--- src/rtl/bem_pkg.sv ---
`timescale 1ns / 1ps
// Shared types and constants of the battery event monitor.
// No dependencies; every other file imports this package.

package bem_pkg;

   localparam int unsigned LevelWidth    = 7;
   localparam int unsigned TempWidth     = 12;
   localparam int unsigned VoltWidth     = 16;
   localparam int unsigned TimeWidth     = 40;
   localparam int unsigned CsrIndexWidth = 3;

   typedef logic [LevelWidth-1:0]       level_type;
   typedef logic signed [TempWidth-1:0] temp_type;
   typedef logic [VoltWidth-1:0]        volt_type;
   typedef logic [TimeWidth-1:0]        time_type;
   typedef logic [CsrIndexWidth-1:0]    csr_index_type;

   // plug kinds; PLUG_INIT marks that no sample has been recorded yet
   localparam logic [1:0] PLUG_NONE = 2'd0;
   localparam logic [1:0] PLUG_AC   = 2'd1;
   localparam logic [1:0] PLUG_USB  = 2'd2;
   localparam logic [1:0] PLUG_INIT = 2'd3;

   localparam logic [2:0] STATUS_UNKNOWN     = 3'd0;
   localparam logic [2:0] STATUS_CHARGING    = 3'd1;
   localparam logic [2:0] STATUS_DISCHARGING = 3'd2;
   localparam logic [2:0] STATUS_FULL        = 3'd4;

   localparam logic [1:0] ICON_CHARGING = 2'd0;
   localparam logic [1:0] ICON_NORMAL   = 2'd1;
   localparam logic [1:0] ICON_UNKNOWN  = 2'd2;

   // configuration register indexes
   localparam csr_index_type CSR_LOW_WARNING    = 3'd0;
   localparam csr_index_type CSR_LOW_RELEASE    = 3'd1;
   localparam csr_index_type CSR_CRITICAL       = 3'd2;
   localparam csr_index_type CSR_OVER_TEMP      = 3'd3;
   localparam csr_index_type CSR_OUTLIER_ENABLE = 3'd4;
   localparam csr_index_type CSR_OUTLIER_DROP   = 3'd5;
   localparam csr_index_type CSR_DURATION_LIMIT = 3'd6;

   localparam level_type LowWarningReset  = 7'd15;
   localparam level_type LowReleaseReset  = 7'd20;
   localparam level_type CriticalReset    = 7'd4;
   localparam temp_type  OverTempReset    = 12'sd680;

   typedef struct packed {
      logic          ac_online;
      logic          usb_online;
      logic          battery_present;
      level_type     charge_level;
      volt_type      voltage_mv;
      temp_type      temperature;
      logic [2:0]    charge_status;
      logic [2:0]    health;
      logic          system_ready;
      time_type      now_ms;
   } bem_req_type;

   typedef struct packed {
      logic          any_change;
      logic [1:0]    plug_kind;
      logic          is_powered;
      logic          connected_event;
      logic          disconnected_event;
      logic          low_event;
      logic          okay_event;
      logic          shutdown_request;
      logic          outlier_flag;
      time_type      discharge_time;
      logic [1:0]    icon_kind;
   } bem_rsp_type;

   typedef struct packed {
      csr_index_type reg_index;
      time_type      wdata;
   } bem_csr_type;

endpackage

--- src/rtl/bem_if.sv ---
`timescale 1ns / 1ps
// Valid/ready channel interfaces of the battery event monitor:
// sample input, result output and register write. Depends on bem_pkg.

interface bem_req_if import bem_pkg::*; ();
   logic        valid;
   logic        ready;
   bem_req_type data;
   modport source (output valid, output data, input ready);
   modport sink (input valid, input data, output ready);
endinterface

interface bem_rsp_if import bem_pkg::*; ();
   logic        valid;
   logic        ready;
   bem_rsp_type data;
   modport source (output valid, output data, input ready);
   modport sink (input valid, input data, output ready);
endinterface

interface bem_csr_if import bem_pkg::*; ();
   logic        valid;
   logic        ready;
   bem_csr_type data;
   modport source (output valid, output data, input ready);
   modport sink (input valid, input data, output ready);
endinterface

--- src/rtl/battery_event_monitor.sv ---
`timescale 1ns / 1ps
// Battery event monitor top level: sample register, event logic, result register.
// Depends on bem_pkg and the channel interfaces in bem_if.sv.
//
//   channel  dir  beat
//   req_ch   in   one battery sample with timestamp
//   rsp_ch   out  one result per sample (events, shutdown, discharge time)
//   csr_ch   in   register index and write data, always ready
//
// One sample per cycle unless the result side stalls; a taken sample moves from the
// sample register into the result register. The event logic runs between the sample
// register and the result register, and the tracking state is updated as a
// sample moves into the result register. A stalled result holds both registers;
// the sample register still refills in the cycle the result leaves. Synchronous
// reset clears both valid flags and restores configuration and tracking state.

module battery_event_monitor import bem_pkg::*; (
   input logic       clock,
   input logic       reset,
   bem_req_if.sink   req_ch,
   bem_rsp_if.source rsp_ch,
   bem_csr_if.sink   csr_ch
);

   // configuration
   level_type low_warning_ff;
   level_type low_release_ff;
   level_type critical_ff;
   temp_type  over_temp_ff;
   logic      outlier_enable_ff;
   level_type outlier_drop_ff;
   time_type  duration_limit_ff;

   // tracking state
   logic [2:0] prev_status_ff;
   logic [2:0] prev_health_ff;
   logic       prev_present_ff;
   level_type  prev_level_ff;
   logic [1:0] prev_plug_ff;
   volt_type   prev_voltage_ff;
   temp_type   prev_temp_ff;
   logic       prev_critical_ff;
   logic       low_sent_ff;
   time_type   start_ms_ff;
   level_type  start_level_ff;

   // pipeline
   logic        smp_valid_ff;
   bem_req_type smp_ff;
   logic        rsp_valid_ff;
   bem_rsp_type rsp_ff;
   bem_rsp_type rsp_in;

   logic advance;
   logic take;

   logic [1:0] plug;
   logic       powered;
   logic       critical;
   logic       hot;
   logic       change;
   logic       plug_moved;
   logic       start_new;
   logic       end_discharge;
   logic       crit_edge;
   logic       log_dur;
   logic       send_low;
   logic       okay;
   logic       drop_ok;
   time_type   eff_start;
   time_type   dur;
   level_type  eff_level;
   logic [LevelWidth:0] drop;

   assign advance      = smp_valid_ff && (!rsp_valid_ff || rsp_ch.ready);
   assign req_ch.ready = !smp_valid_ff || advance;
   assign take         = req_ch.valid && req_ch.ready;
   assign csr_ch.ready = 1'b1;
   assign rsp_ch.valid = rsp_valid_ff;
   assign rsp_ch.data  = rsp_ff;

   always_comb begin
      plug = smp_ff.ac_online ? PLUG_AC : (smp_ff.usb_online ? PLUG_USB : PLUG_NONE);
      powered  = smp_ff.ac_online || smp_ff.usb_online ||
                 (smp_ff.charge_status == STATUS_UNKNOWN);
      critical = smp_ff.charge_level <= critical_ff;
      hot      = smp_ff.temperature > over_temp_ff;

      change = (smp_ff.charge_status != prev_status_ff) ||
               (smp_ff.health != prev_health_ff) ||
               (smp_ff.battery_present != prev_present_ff) ||
               (smp_ff.charge_level != prev_level_ff) ||
               (plug != prev_plug_ff) ||
               (smp_ff.voltage_mv != prev_voltage_ff) ||
               (smp_ff.temperature != prev_temp_ff);

      plug_moved    = change && (plug != prev_plug_ff);
      start_new     = plug_moved && (prev_plug_ff != PLUG_NONE) && (plug == PLUG_NONE);
      end_discharge = plug_moved && (prev_plug_ff == PLUG_NONE) &&
                      (start_ms_ff != '0) && (start_level_ff != smp_ff.charge_level);
      crit_edge     = change && critical && !prev_critical_ff && (plug == PLUG_NONE);
      log_dur       = end_discharge || crit_edge;

      // a discharge that starts on this sample is measured from now
      eff_start = start_new ? smp_ff.now_ms : start_ms_ff;
      eff_level = start_new ? smp_ff.charge_level : start_level_ff;
      dur       = log_dur ? (smp_ff.now_ms - eff_start) : '0;

      drop    = {1'b0, eff_level} - {1'b0, smp_ff.charge_level};
      drop_ok = !drop[LevelWidth] && (drop[LevelWidth-1:0] >= outlier_drop_ff);

      send_low = change && (plug == PLUG_NONE) &&
                 (smp_ff.charge_status != STATUS_UNKNOWN) &&
                 (smp_ff.charge_level <= low_warning_ff) &&
                 ((prev_plug_ff != PLUG_NONE) || (prev_level_ff > low_warning_ff));
      okay     = change && !send_low && low_sent_ff && (prev_level_ff >= low_release_ff);

      rsp_in.any_change         = change;
      rsp_in.plug_kind          = plug;
      rsp_in.is_powered         = powered;
      rsp_in.connected_event    = change && (plug != PLUG_NONE) && (prev_plug_ff == PLUG_NONE);
      rsp_in.disconnected_event = change && (plug == PLUG_NONE) && (prev_plug_ff != PLUG_NONE);
      rsp_in.low_event          = send_low;
      rsp_in.okay_event         = okay;
      rsp_in.shutdown_request   = smp_ff.system_ready &&
                                  (((smp_ff.charge_level == '0) && !powered) || hot);
      rsp_in.outlier_flag       = log_dur && (dur != '0) && outlier_enable_ff &&
                                  (dur <= duration_limit_ff) && drop_ok;
      rsp_in.discharge_time     = dur;
      if (smp_ff.charge_status == STATUS_CHARGING) begin
         rsp_in.icon_kind = ICON_CHARGING;
      end else if (smp_ff.charge_status inside {[STATUS_DISCHARGING:STATUS_FULL]}) begin
         rsp_in.icon_kind = ICON_NORMAL;
      end else begin
         rsp_in.icon_kind = ICON_UNKNOWN;
      end
   end

   always_ff @(posedge clock) begin
      if (reset) begin
         low_warning_ff    <= LowWarningReset;
         low_release_ff    <= LowReleaseReset;
         critical_ff       <= CriticalReset;
         over_temp_ff      <= OverTempReset;
         outlier_enable_ff <= 1'b0;
         outlier_drop_ff   <= '0;
         duration_limit_ff <= '0;
      end else if (csr_ch.valid) begin
         case (csr_ch.data.reg_index)
            CSR_LOW_WARNING:    low_warning_ff    <= csr_ch.data.wdata[LevelWidth-1:0];
            CSR_LOW_RELEASE:    low_release_ff    <= csr_ch.data.wdata[LevelWidth-1:0];
            CSR_CRITICAL:       critical_ff       <= csr_ch.data.wdata[LevelWidth-1:0];
            CSR_OVER_TEMP:      over_temp_ff      <= $signed(csr_ch.data.wdata[TempWidth-1:0]);
            CSR_OUTLIER_ENABLE: outlier_enable_ff <= csr_ch.data.wdata[0];
            CSR_OUTLIER_DROP:   outlier_drop_ff   <= csr_ch.data.wdata[LevelWidth-1:0];
            CSR_DURATION_LIMIT: duration_limit_ff <= csr_ch.data.wdata;
            default: ;
         endcase
      end
   end

   always_ff @(posedge clock) begin
      if (reset) begin
         smp_valid_ff <= 1'b0;
         rsp_valid_ff <= 1'b0;
      end else begin
         if (take) begin
            smp_valid_ff <= 1'b1;
         end else if (advance) begin
            smp_valid_ff <= 1'b0;
         end
         if (advance) begin
            rsp_valid_ff <= 1'b1;
         end else if (rsp_ch.ready) begin
            rsp_valid_ff <= 1'b0;
         end
      end
   end

   always_ff @(posedge clock) begin
      if (take) begin
         smp_ff <= req_ch.data;
      end
      if (advance) begin
         rsp_ff <= rsp_in;
      end
   end

   always_ff @(posedge clock) begin
      if (reset) begin
         prev_status_ff   <= STATUS_UNKNOWN;
         prev_health_ff   <= '0;
         prev_present_ff  <= 1'b0;
         prev_level_ff    <= '0;
         prev_plug_ff     <= PLUG_INIT;
         prev_voltage_ff  <= '0;
         prev_temp_ff     <= '0;
         prev_critical_ff <= 1'b0;
         low_sent_ff      <= 1'b0;
         start_ms_ff      <= '0;
         start_level_ff   <= '0;
      end else if (advance && change) begin
         prev_status_ff   <= smp_ff.charge_status;
         prev_health_ff   <= smp_ff.health;
         prev_present_ff  <= smp_ff.battery_present;
         prev_level_ff    <= smp_ff.charge_level;
         prev_plug_ff     <= plug;
         prev_voltage_ff  <= smp_ff.voltage_mv;
         prev_temp_ff     <= smp_ff.temperature;
         prev_critical_ff <= critical;
         if (send_low) begin
            low_sent_ff <= 1'b1;
         end else if (okay) begin
            low_sent_ff <= 1'b0;
         end
         // close a logged discharge, or open one on unplug
         if (end_discharge) begin
            start_ms_ff <= '0;
         end else if (start_new) begin
            start_ms_ff    <= smp_ff.now_ms;
            start_level_ff <= smp_ff.charge_level;
         end
      end
   end

endmodule

--- src/flat_wrapper.sv ---
// flat-port wrapper written by rule: the top's interface ports become plain ports
module battery_event_monitor_flat import bem_pkg::*;
  (clock, reset, req_ch_valid, req_ch_data, req_ch_ready, rsp_ch_valid, rsp_ch_data, rsp_ch_ready, csr_ch_valid, csr_ch_data, csr_ch_ready);
  bem_req_if req_ch_i ();
  bem_rsp_if rsp_ch_i ();
  bem_csr_if csr_ch_i ();
  input logic clock;
  input logic reset;
  input wire logic [$bits(req_ch_i.valid)-1:0] req_ch_valid;
  input wire logic [$bits(req_ch_i.data)-1:0] req_ch_data;
  output wire logic [$bits(req_ch_i.ready)-1:0] req_ch_ready;
  output wire logic [$bits(rsp_ch_i.valid)-1:0] rsp_ch_valid;
  output wire logic [$bits(rsp_ch_i.data)-1:0] rsp_ch_data;
  input wire logic [$bits(rsp_ch_i.ready)-1:0] rsp_ch_ready;
  input wire logic [$bits(csr_ch_i.valid)-1:0] csr_ch_valid;
  input wire logic [$bits(csr_ch_i.data)-1:0] csr_ch_data;
  output wire logic [$bits(csr_ch_i.ready)-1:0] csr_ch_ready;
  assign req_ch_i.valid = req_ch_valid;
  assign req_ch_i.data = req_ch_data;
  assign req_ch_ready = req_ch_i.ready;
  assign rsp_ch_valid = rsp_ch_i.valid;
  assign rsp_ch_data = rsp_ch_i.data;
  assign rsp_ch_i.ready = rsp_ch_ready;
  assign csr_ch_i.valid = csr_ch_valid;
  assign csr_ch_i.data = csr_ch_data;
  assign csr_ch_ready = csr_ch_i.ready;
  battery_event_monitor u_core (.clock(clock), .reset(reset), .req_ch(req_ch_i), .rsp_ch(rsp_ch_i), .csr_ch(csr_ch_i));
endmodule
--- config.mk ---
export PLATFORM = sky130hd
export DESIGN_NAME = battery_event_monitor_flat
export DESIGN_NICKNAME = d
export VERILOG_FILES = /design/src/rtl/bem_pkg.sv /design/src/rtl/bem_if.sv /design/src/rtl/battery_event_monitor.sv /design/src/flat_wrapper.sv
export SDC_FILE = /design/constraint.sdc
export NUM_CORES = 1
export LEC_CHECK = 0
export ABC_AREA = 1
export ABC_CLOCK_PERIOD_IN_PS = 5100
export BUFFER_PORTS_ARGS = -buffer_cell sky130_fd_sc_hd__buf_2
export CAP_MARGIN = 20
export CORE_MARGIN = 4
export CORE_UTILIZATION = 25
export CTS_CLUSTER_DIAMETER = 120
export CTS_CLUSTER_SIZE = 30
export DETAILED_ROUTE_END_ITERATION = 12
export MAX_ROUTING_LAYER = met4
export PLACE_DENSITY = 0.37
export REMOVE_ABC_BUFFERS = 1
export SLEW_MARGIN = 10
export SYNTH_ARGS = -nofsm -noshare
export SYNTH_HDL_FRONTEND = slang
export SYNTH_SLANG_ARGS = --single-unit
--- constraint.sdc ---
create_clock -name clock -period 5.1 [get_ports clock]
set_input_delay 0.255 -clock clock [delete_from_list [all_inputs] [get_ports clock]]
set_output_delay 0.255 -clock clock [all_outputs]
set_load 0.01 [all_outputs]
==> Word level (Yosys, flattened, before mapping) <==
Index checks and enable logic that the tools add are counted.
{ "totals": {"reg_bits": 313, "latchBits": 0, "mem_bits_rw": 0, "mem_bits_ro": 0, "n_memories": 0} }
{ "op_classes": {"add_sub_neg": 2, "multipliers": 0, "n_div": 0, "order_cmp": 9, "eq_ne": 15, "shifts": 0, "mux": 13, "bitwise_logic": 1, "n_reduce_logical": 71} }
{ "op_table": {"columns": ["op", "n"], "rows": [
  ["40-bit 2-to-1 mux", 3],
  ["40-bit nonzero test", 2],
  ["40-bit <= comparator", 1],
  ["40-bit subtractor", 1],
  ["1-bit logical AND", 30],
  ["2-bit AND reduction", 9],
  ["16-bit != test", 1],
  ["7-bit >= comparator", 2],
  ["7-bit <= comparator", 2],
  ["7-bit != test", 2],
  ["1-bit logical OR", 13],
  ["12-bit greater-than comparator", 1],
  ["12-bit != test", 1],
  ["2-bit nonzero test", 5],
  ["3-bit equality test, second input constant", 3],
  ["7-bit by 7-bit subtractor with 8-bit output", 1],
  ["7-bit greater-than comparator", 1],
  ["7-bit logical NOT", 1],
  ["7-bit 2-to-1 mux", 1],
  ["3-bit by 1-bit equality test with 1-bit output, second input constant", 2],
  ["3-bit by 2-bit equality test with 1-bit output, second input constant", 2],
  ["1-bit logical NOT", 6],
  ["3-bit logical NOT", 2],
  ["1-bit 2-to-1 mux", 6],
  ["other kinds (9)", 13]
]} }

==> Logic depth before layout (Yosys ltp) <==
{ "logic_depth": {"word_depth": 18, "mapped_depth": 38, "ltp_nobuf": 36} }

==> Worst setup path after synthesis <==
OpenSTA, ideal clock, no wires.
{ "synth_timing": {"kind": "register -> register", "start": "register u_core.smp_ff[84] in the netlist's numbering", "end": "register u_core.rsp_ff (netlist bit u_core.rsp_ch.data[42]) (data pin)", "setup_time_ps": 258, "t_arrival_ps": 4137, "t_required_ps": 4842, "setup_slack_ps": 705, "stages_incl_launch_ff": 35, "n_path_buf": 3, "cell_sequence": "edfxtp_1 > nor2_4 > nand2_4 > buf_8 > clkbuf_1 > clkbuf_1 > nand2_1 > o21ai_0 > ha_1 > fa_1 > inv_1 > nand2_1 > nand2_1 > nand3_2 > nand2_2 > nand2_2 > nand2_4 > nand2_1 > nand2_2 > a21oi_2 > or2_1 > nand3_2 > inv_1 > ha_1 > nand2_1 > inv_1 > nand3_1 > nor2_1 > inv_1 > nor3_1 > nand3_1 > o21ai_0 > a21oi_1 > o221ai_1 > nor2_1"} }
{ "synth_lines": {"columns": ["item", "line", "source"], "rows": [
  ["from (decl)", "battery_event_monitor.sv:49", "bem_req_type smp_ff;"],
  ["from (signal assigned)", "battery_event_monitor.sv:182", "smp_ff <= req_ch.data;"],
  ["to (signal assigned)", "battery_event_monitor.sv:185", "rsp_ff <= rsp_in;"],
  ["to (decl)", "battery_event_monitor.sv:51", "bem_rsp_type rsp_ff;"]
]} }

==> results by group <==
Outcome
  • Status: complete, no violations

Logic synthesis
  • Top FF cell, synth: dfxtp_1
  • Mux contribution to synthesized area: 0%
  • Top cells by count, synth: 334 x inv_1, 301 x nand2_1, 229 x nor2_1, 201 x o21ai_0, 179 x a21oi_1
  • Largest family of logic cells by synthesized area: simple AND/OR/NAND/NOR gates
  • Mapped Area: 17,200 um2
  • Simple-gate share of the synthesized area: 18.2%
  • Top-count cell post-synth: inv_1
  • Async SR Flop Fraction: 0%
  • Register area share after synthesis: 44.4%
  • Synth area leaders: edfxtp_1 24%, dfxtp_1 20%, ha_1 9.5%, inv_1 7.3%, nand2_1 6.6%
  • Average size of a mapped cell: 8.14 um2
  • Synth top area share: 23.9%
  • Post-synthesis cell type count: 57
  • #FFs+latches synth: 313
  • Post-synthesis xor/xnor area fraction: 2.90%
  • Total of warnings raised by yosys: 0
  • Synth Area in Compound Gates: 15.6%
  • Adder-cell share of the synthesized area: 9.76%
  • Gate Count Post-Synth: 2,114
  • Yosys top cell by area: edfxtp_1
  • Post-synth EDFFs: 137

Detailed routing
  • WL final: 57,800 um
  • Iter 0 DRT Violations: 815
  • Via count: 14,900
  • Total iterations of the first detailed-routing run: 5
  • Post-route DRC violation count: 0
  • Routed WL per cell: 17.4 um
  • Post-DRT Antenna Nets: 0
  • Vias per std cell: 4.48

Power and ir drop
  • P_int: 0.00400 W
  • Reg power frac: 48.0%
  • Net Sw Frac: 32.3%
  • Peak supply drop: 0.193 mV
  • Clk pwr share: 27.2%
  • Net switching power: 0.00191 W
  • Lkg Pwr: 9.29 nW
  • PD cells: 277 nW/um2
  • Comb pwr share: 24.8%

Run
  • Number of max-cap violations: 0

Layout
  • Cell area after layout: 21,300 um2
  • Layout area overhead: 23.8%
  • Non-filler instance count after layout: 3,325
  • Nets: 2,706
  • Fillers: 7,156
  • Share of cells above drive strength 1: 15.6%

GRT
  • Met3 Usage GRT: 2.05%
  • Antenna violations before repair: 3
  • Met2 usage in global routing: 26.6%
  • Met1 Use GR: 20.8%
  • GRT Total Usage: 15.9%
  • GRT Max-Usage Layer: met2
  • Largest net degree at the start of global routing: 87
  • Vias in the first global route: 14,800
  • Grt total ovfl: 0
  • First-pass GRT wire length: 88,500 um

Timing
  • Least-Margin Pin Slew: 1.06 ns
  • Final max-slew violation count: 0
  • Final setup viols: 0
  • Final Cycle Share: 90.5%
  • Shortest period the worst path allows: 4.61 ns
  • Fmax: 217 MHz
  • Hold Vio Cnt, Final: 0
  • Headroom to the max-slew limit: 29.4%
  • RSZ-0062 raised after global routing: no
  • Clock skew: 0.0376 ns

Placement
  • Cell Area, Placed: 19,600 um2
  • IO buf count: 186
  • Dpl cells: 3,190
  • Detailed Place HPWL: 45,600 um
  • Routability cong.: 0.864

Critical path
  • Worst Path Max Fanout: 61
  • Worst endpoint required time: 5.52 ns
  • Element type at the critical path end: flip-flop
  • CP Class: reg -> reg
  • Worst EP arrival: 5.03 ns
  • Startpoint Class: flip-flop

Clocking
  • CTS root buf: clkbuf_16
  • CTS Buf Count: 16
  • Clock-pin transition on the worst setup and hold timing paths: 0.11 ns
  • CTS tree: done
  • Clock Path Buffers: 3
  • Htree depth: 1
  • Worst skew pair latency: 0.56 ns
  • Clk sink count: 313

Die
  • Die Ht: 270 um
  • Initial Util: 25.4%
  • Width of the die: 270 um
  • # IOs: 188
  • Core area: 67,600 um2
  • # rows: 95
  • Die ar.: 73,100 um2

Worst hold path
  • Hold Path Class: in -> reg
metrics by stage:
step | utilization, % | setup TNS [ns] | worst slack, ns | hold WS, ns | power (W)
CTS | 31.3 | 0 | 0.0387 | 0.000446 | 0.00601
detailed placement | 29.0 | 0 | 0.0217 | 0.433 | 0.00429
finish | 31.5 | 0 | 0.486 | 0.0337 | 0.00590
global route | 31.5 | 0 | 0.0115 | 0.0441 | 0.00629
global placement | 29.0 | 0 | 0.00844 | 0.431 | 0.00429
floorplan | - | -111.03 | -1.95 | 0.324 | 0.00372
area by class of cell:
class / instances / area (um2) / area share [%]
diodes: 2 / 5.00 / 0.0235
clock buffers: 22 / 454 / 2.13
clock inverters: 6 / 95.1 / 0.446
inverters: 344 / 1290 / 6.07
multi-input cells: 1394 / 8120 / 38.1
flip-flops and latches: 313 / 7640 / 35.9
well taps: 873 / 1090 / 5.13
repair buffers: 371 / 2600 / 12.2
cell usage in the layout (no fill, tap or decap), types with 4 or more instances in the layout:
master         instances
inv_1                333
nand2_1              300
nor2_1               226
buf_2                186
o21ai_0              184
dfxtp_1              176
a21oi_1              173
edfxtp_1             137
ha_1                 122
dlygate4sd3_1        103
buf_4                 80
nand3_1               69
xnor2_1               39
o22ai_1               37
nand4_1               24
nand2_2               22
o21ai_1               20
xor2_1                18
nor3_1                18
o211ai_1              17
clkbuf_16             17
a21oi_2               10
ha_2                   9
inv_2                  8
a21o_1                 8
o21a_1                 8
nand3_2                8
a31oi_1                8
nor4_1                 7
nand2_4                6
nor2_2                 6
nand3b_1               5
o21bai_1               4
a21boi_0               4
clkbuf_1               4
path summary, 6_finish.rpt:
| path | startpoint | endpoint | slack [ns] | depth (start not counted) |
|---|---|---|---|---|
| max | u_core.smp_ff[84]$_DFFE_PP_ | u_core.rsp_ch.data[42]$_DFFE_PP_ | 0.49 | 27 |
| min | csr_ch_data[39] | u_core.duration_limit_ff[39]$_SDFFE_PP0P_ | 0.03 | 3 |
| max reg2reg | u_core.smp_ff[84]$_DFFE_PP_ | u_core.rsp_ch.data[42]$_DFFE_PP_ | 0.49 | 27 |
| min reg2reg | u_core.critical_ff[6]$_SDFFE_PP0P_ | u_core.critical_ff[6]$_SDFFE_PP0P_ | 0.46 | 2 |
cells by family (layout without fill, tap and decap cells):
logic type                 after synthesis  after routing
and+or+nand+nor                        712            712
AOI/OAI and AO/OA                      491            491
buffers and inverters                  407            743
DFF                                    313            313
adders and majority gates              133            133
xor gates and xnor gates                57             57
other                                    1              3
worst max-delay path: stages, from the launching register on:
cell,delay (ns)
edfxtp_1,0.46
nor2_4,0.16
nand2_4,0.12
buf_12,0.19
nand2_1,0.08
o21ai_0,0.11
ha_1,0.43
nand2_1,0.13
nor2_1,0.15
inv_1,0.09
nor2_1,0.13
inv_1,0.13
nor4_4,0.22
nand3_1,0.20
nand3_1,0.13
nand2_1,0.05
nand3_1,0.12
inv_1,0.09
ha_1,0.30
nand3_1,0.08
nor2_1,0.09
inv_1,0.08
nor3_4,0.16
nand3_1,0.11
buf_4,0.15
nor4_1,0.16
o221ai_1,0.18
nor2_1,0.12
per-layer routing:
metal / up-vias / part of all wire [%]
li1: 7667 / -
met1: 6918 / 47
met2: 247 / 47
met3: 53 / 3.4
met4: 0 / 2.5
met5: - / 0
timing repair:
item,4_1_cts,5_1_grt
gates resized for setup,2,42
hold buffers,103,0
pin swaps,0,2
endpoints found under the setup margin,1,1
hold endpoints to repair,102,0
buffers inserted,0,2
state kept, by name (all words and copies together) (netlist names), 7 cells and up:
name	count
u_core.outlier_drop_ff	7
u_core.prev_temp_ff	12
u_core.duration_limit_ff	40
u_core.start_level_ff	7
u_core.over_temp_ff	12
u_core.critical_ff	7
u_core.smp_ff	85
u_core.start_ms_ff	40
u_core.prev_voltage_ff	16
u_core.low_warning_ff	7
u_core.prev_level_ff	7
u_core.low_release_ff	7
u_core.rsp_ch.data	52
power by group through the flow:
stage,logic (W),clock network (W),registers [W]
final,0.00146,0.00161,0.00283
after detailed placement,0.00140,0,0.00289
after global placement,0.00140,0,0.00289
after floorplan,0.000847,0,0.00287
after global routing,0.00166,0.00178,0.00285
after CTS,0.00147,0.00171,0.00284
Note: power is estimated with default switching activity, not from simulation.
